### src/rtl/sau_pkg.sv
// sorted alarm queue package: request/result structs, status codes,
// cell control struct and controller states
// no dependencies
package sau_pkg;

  localparam int unsigned TimeW = 32;
  localparam int unsigned TagW = 16;
  localparam int unsigned KindW = 2;
  localparam int unsigned TolW = 8;
  localparam logic [TolW-1:0] TolReset = 8'd2;

  typedef enum logic {
    OP_INSERT  = 1'b0,
    OP_TRIGGER = 1'b1
  } op_t;

  typedef enum logic [2:0] {
    STS_INSERTED  = 3'd0,
    STS_AT_HEAD   = 3'd1,
    STS_FULL      = 3'd2,
    STS_EMPTY     = 3'd3,
    STS_EARLY     = 3'd4,
    STS_FIRED     = 3'd5,
    STS_FIRED_BAD = 3'd6
  } status_t;

  typedef enum logic {
    ST_IDLE  = 1'b0,
    ST_DRAIN = 1'b1
  } state_t;

  typedef struct packed {
    logic             op;
    logic [TimeW-1:0] alarm_time;
    logic [TagW-1:0]  alarm_tag;
    logic [KindW-1:0] alarm_kind;
    logic [TimeW-1:0] current_time;
  } in_req_t;

  typedef struct packed {
    status_t          status;
    logic [TimeW-1:0] head_time;
    logic [TagW-1:0]  fired_tag;
    logic [KindW-1:0] fired_kind;
    logic             last;
  } out_res_t;

  typedef struct packed {
    logic [TimeW-1:0] alarm_time;
    logic [TagW-1:0]  alarm_tag;
    logic [KindW-1:0] alarm_kind;
  } entry_t;

  typedef struct packed {
    logic insert;
    logic pop;
  } cell_ctrl_t;

endpackage

### src/rtl/sau_cell.sv
// one slot of the alarm chain: holds an entry and its valid bit,
// shifts right on insert, left on pop; depends on sau_pkg
module sau_cell
  import sau_pkg::*;
(
  input  logic       clk,
  input  logic       rst_n,
  input  cell_ctrl_t ctrl,
  input  entry_t     new_entry,
  input  logic       prev_less,
  input  entry_t     left_entry,
  input  logic       left_valid,
  input  entry_t     right_entry,
  input  logic       right_valid,
  output entry_t     entry,
  output logic       valid,
  output logic       less
);

  entry_t entry_r, entry_nxt;
  logic   valid_r, valid_nxt;

  assign less = valid_r && (entry_r.alarm_time < new_entry.alarm_time);

  always_comb begin
    entry_nxt = entry_r;
    valid_nxt = valid_r;
    if (ctrl.insert) begin
      valid_nxt = left_valid;
      if (!less) begin
        entry_nxt = prev_less ? new_entry : left_entry;
      end
    end else if (ctrl.pop) begin
      valid_nxt = right_valid;
      entry_nxt = right_entry;
    end
  end

  always_ff @(posedge clk) begin
    if (!rst_n) begin
      valid_r <= 1'b0;
    end else begin
      valid_r <= valid_nxt;
    end
  end

  always_ff @(posedge clk) begin
    entry_r <= entry_nxt;
  end

  assign entry = entry_r;
  assign valid = valid_r;

endmodule

### config.mk
export PLATFORM = sky130hd
export DESIGN_NAME = sau_cell
export DESIGN_NICKNAME = d
export VERILOG_FILES = /design/src/rtl/sau_pkg.sv /design/src/rtl/sau_cell.sv
export SDC_FILE = /design/constraint.sdc
export NUM_CORES = 1
export LEC_CHECK = 0
export BUFFER_PORTS_ARGS = -buffer_cell sky130_fd_sc_hd__buf_2
export CAP_MARGIN = 10
export CORE_MARGIN = 2
export CORE_UTILIZATION = 40
export CTS_BUF_LIST = sky130_fd_sc_hd__clkbuf_8
export DETAILED_ROUTE_END_ITERATION = 16
export GPL_TIMING_DRIVEN = 1
export PLACE_DENSITY = 0.78
export SLEW_MARGIN = 20
export SYNTH_ARGS = -nofsm -noshare
export SYNTH_HDL_FRONTEND = slang
export SYNTH_SLANG_ARGS = --single-unit
### constraint.sdc
create_clock -name clk -period 3 [get_ports clk]
set_input_delay 0.3 -clock clk [delete_from_list [all_inputs] [get_ports clk]]
set_output_delay 0.3 -clock clk [all_outputs]
set_load 0.1 [all_outputs]
==> Word level (Yosys, flattened, before mapping) <==
Index checks and enable logic that the tools add are counted.
{ "classes": {"multipliers": 0, "add_sub_neg": 0, "div": 0, "magnitude_cmp": 1, "n_shift": 0, "mux": 6, "n_bitwise": 0, "n_reduce_logical": 3, "eq_ne": 1} }
{ "op_table": {"columns": ["cell", "n"], "rows": [
  ["$mux 50", 4],
  ["$lt 32x32->1", 1],
  ["$mux 1", 2],
  ["$ne 2x2->1 const B", 1],
  ["$reduce_and 2->1", 1],
  ["$reduce_bool 2->1", 1],
  ["$logic_and 1x1->1", 1]
]} }
{ "word_totals": {"romBits": 0, "latchBits": 0, "inputBits": 157, "regBits": 51, "ramBits": 0, "out_inout_bits": 52, "mem_count": 0} }

==> Depth between registers and ports, before layout <==
{ "depth": {"depth_word": 4, "ltp_mapped": 7} }

==> Least setup slack after synthesis <==
No wires, ideal clock.
{ "synth_timing": {"kind": "register to register", "start": "register entry_r (netlist bit entry[32])", "end": "register entry_r (netlist bit entry[0]), enable pin", "path_buffers": 0, "arrival_time_ns": 3.433, "path_stages_with_launch": 7, "setup_slack_ns": -0.844, "setup_ns": 0.411, "path_cell_list": "edfxtp_1 > ha_1 > and4_1 > nand2_1 > or4_1 > a31oi_1 > o22a_1"} }
{ "synth_via": {"elab_chain_len": 4} }
{ "synth_rtl": {"columns": ["element", "line", "source"], "rows": [
  ["from (decl)", "sau_cell.sv:20", "entry_t entry_r, entry_nxt;"],
  ["from (signal assigned)", "sau_cell.sv:48", "entry_r <= entry_nxt;"],
  ["$lt 32x32->1", "sau_cell.sv:23", "assign less = valid_r && (entry_r.alarm_time < new_entry.alarm_time);"],
  ["$logic_and 1x1->1", "sau_cell.sv:23", null],
  ["$ne 2x2->1 (no source line)", null, null],
  ["$reduce_and 2->1 (no source line)", null, null]
]} }
Every way passes these cells.
A chain may end at the register's enable or synchronous reset.

==> Worst setup path after layout <==
{ "layout_timing": {"start": "register entry_r (netlist bit entry[49])", "end": "output port less"} }
{ "layout_via": {"elab_chain_len": 2} }
{ "layout_rtl": {"columns": ["element", "line", "source"], "rows": [
  ["$lt 32x32->1", "sau_cell.sv:23", null],
  ["$logic_and 1x1->1", "sau_cell.sv:23", null],
  ["to (decl)", "sau_cell.sv:17", "output logic less"]
]} }
Every way passes these cells.

==> flow_summary.json <==
{
  "status": "completed",
  "netlist.area_leader.share_pct": 44.8,
  "drt_iter0_drc": 75,
  "syn_area_sq_um": 3350,
  "startpoint_type": "flop",
  "synthTopCellsByCount": "a21oi_1 (60), nor2_1 (54), mux2i_1 (51)",
  "core_sq_um": 8180,
  "port_buffers": 208,
  "report.final.slew_viol_count": 0,
  "clk_latency_ns": 0.30,
  "htreeDepth": 2,
  "yosys.area.top_type": "edfxtp_1",
  "drc_errors": 0,
  "post-dp-hpwl_um": 7910,
  "die_area_sq_um": 9130,
  "placementRows": 33,
  "ctsHoldBuffers": 0,
  "seq_area_frac_synth_pct": 45.4,
  "wl_per_cell_um": 15.3,
  "cts_tree": "yes",
  "placed_cells": 633,
  "slew_headroom_pct": 65.0,
  "path_class": "reg -> out",
  "synth-compound-area-share_pct": 12.2,
  "max_cap_violations": 0,
  "fin_crit_sh_pct": 93.5,
  "min_period_ns": 2.80,
  "finalPower_mw": 2.38,
  "end_kind": "output port",
  "fillers": 736,
  "grt_pass1_wl_um": 14700,
  "async_flop_share_pct": 0,
  "finalCoreUtilization_pct": 56.8,
  "areaGrowthSynthToFinish_pct": 38.5,
  "hp-start": "rst_n",
  "cts_num_sinks": 51,
  "grt_use_total_pct": 21.0,
  "drtPass1Iterations": 6,
  "grt-ovfl-total": 0,
  "design_area_sq_um": 4640,
  "synth_top_family_by_area": "multiplexers",
  "vdd_drop_max_mv": 0.337,
  "ys.flop_type": "edfxtp_1",
  "antenna_found_initial": 0,
  "synthCells": 335,
  "cts_buffer_depth": 2,
  "cp.required_ns": 2.70,
  "setup_viol": 0,
  "initial_utilization_pct": 41.0,
  "synth_area_per_cell_sq_um": 10.0,
  "synthesis.nets": 523,
  "io_pins": 209,
  "die_y_um": 95.5,
  "path_max_fanout": 4,
  "clkTransAtPathRegs_ns": 0.10,
  "synth-xor-area-share_pct": 0,
  "synth_edf_count": 50,
  "stdcell_count": 641,
  "totalWireLength_um": 9820,
  "worstMarginPinSlew_ns": 0.525,
  "antenna_left": 0,
  "synth_fa_ha_area_share_pct": 11.6,
  "hold_violations": 0,
  "ys_types": 31,
  "drive_above_1_share_pct": 41.6,
  "grt_pass1_vias": 3278,
  "timing.rr.start": "entry[49]",
  "synth-seq-cells": 51,
  "cts_inserted_buffers": 5,
  "post-synth-top-count-cell": "a21oi_1",
  "synthTopCellsByArea": "edfxtp_1 (45%), mux2i_1 (15%), ha_1 (12%)",
  "fmax_mhz": 357,
  "arrival_ns": 2.50,
  "startpoint": "entry[49]",
  "n_antenna_cell": 0,
  "die_w_um": 95.5,
  "clock_skew_ns": 0.00850,
  "finalWorstSetupSlack_ns": 0.196,
  "dpl-instance-area_sq_um": 4520,
  "dp_slack_ns": 0.242,
  "grt_max_degree": 57,
  "grt_setup_unrepaired": "false",
  "power_density_nw_per_um2": 512,
  "gp_congestion": 0.786,
  "routed_via_density": 5.02,
  "ys_warn_count": 0,
  "hold_class": "in -> reg",
  "cts_root_buf": "clkbuf_8",
  "synth_mux_area_share_pct": 15.2,
  "synthSimpleGateAreaFrac_pct": 9.93,
  "num_vias": 3221,
  "fin_nets": 723,
  "leakage_nw": 2.36
}
[report_power, final]
part	switching (mW)	total (mW)	internal [mW]
clock	0.234	0.483	0.249
combinational	0.752	0.992	0.241
sequential	0.0324	0.904	0.872
total	1.02	2.38	1.36
[cell families (layout without fill, tap and decap cells)]
logic type,Yosys count,after routing
AO/OA/AOI/OAI,75,75
adder cells (fa/ha/maj),31,31
buffers and inverters,49,250
flip-flops,51,51
multiplexers,51,51
AND/OR/NAND/NOR,78,78
[worst paths after layout]
check                            endpoint  slack, ns  cells after the start
worst min register to register      valid       0.73                      3
worst max register to register  entry[34]       0.29                      7
worst min-delay path                valid       0.20                      2
worst max-delay path                 less       0.20                      7
[registers in the layout, summed over array words and instances, names as in the netlist]
name	flops
valid	1
entry	50
[critical path, stage by stage, from the launching register on]
cell      delay (ns)
edfxtp_1        0.44
ha_1            0.35
nand4_1         0.21
nor4_2          0.37
nand3_1         0.17
a31oi_2         0.28
nor2_4          0.07
buf_2           0.29
[layer usage]
metal  part of all wire, %  track usage [%]  up-vias
met5                     0                0        -
met4                   1.7             6.19        0
met3                   8.9             6.72       17
met2                    53             40.7      137
met1                    36             21.0     1456
li1                      -                -     1611
[cell type report]
cell class                 count  area, sq um  area share, %
clock buffer                   5         68.8           1.48
timing repair buffer         211         1090           23.5
clock inverter                 3         42.5          0.916
tap                          105          131           2.83
sequential                    51         1520           32.8
inverter                      31          116           2.51
multi-input combinational    235         1670           36.0
[per-stage QoR]
stage / setup TNS, ns / hold WS, ns
floorplan: -3.19 / 0.422
global route: 0 / 0.187
detailed placement: 0 / 0.504
finish: 0 / 0.196
CTS: 0 / 0.183
global placement: 0 / 0.510
[cells in the final DEF, fill, tap and decap left out, types with 2 or more instances in the layout]
master / count
a21oi_1: 60
ha_1: 31
nand2_1: 9
nor2_1: 53
nand4_1: 4
mux2i_1: 51
clkbuf_8: 5
buf_2: 207
o21ai_0: 4
edfxtp_1: 50
and4_1: 2
buf_12: 2
nand2b_1: 2
nand3_1: 3
inv_1: 31
buf_4: 2
[timing repair]
item / in CTS / in global routing
buffers inserted: 0 / 0
setup endpoints to repair: 0 / 1
gates resized for setup: 0 / 1
No activity file was read; power rests on OpenSTA's default activity.
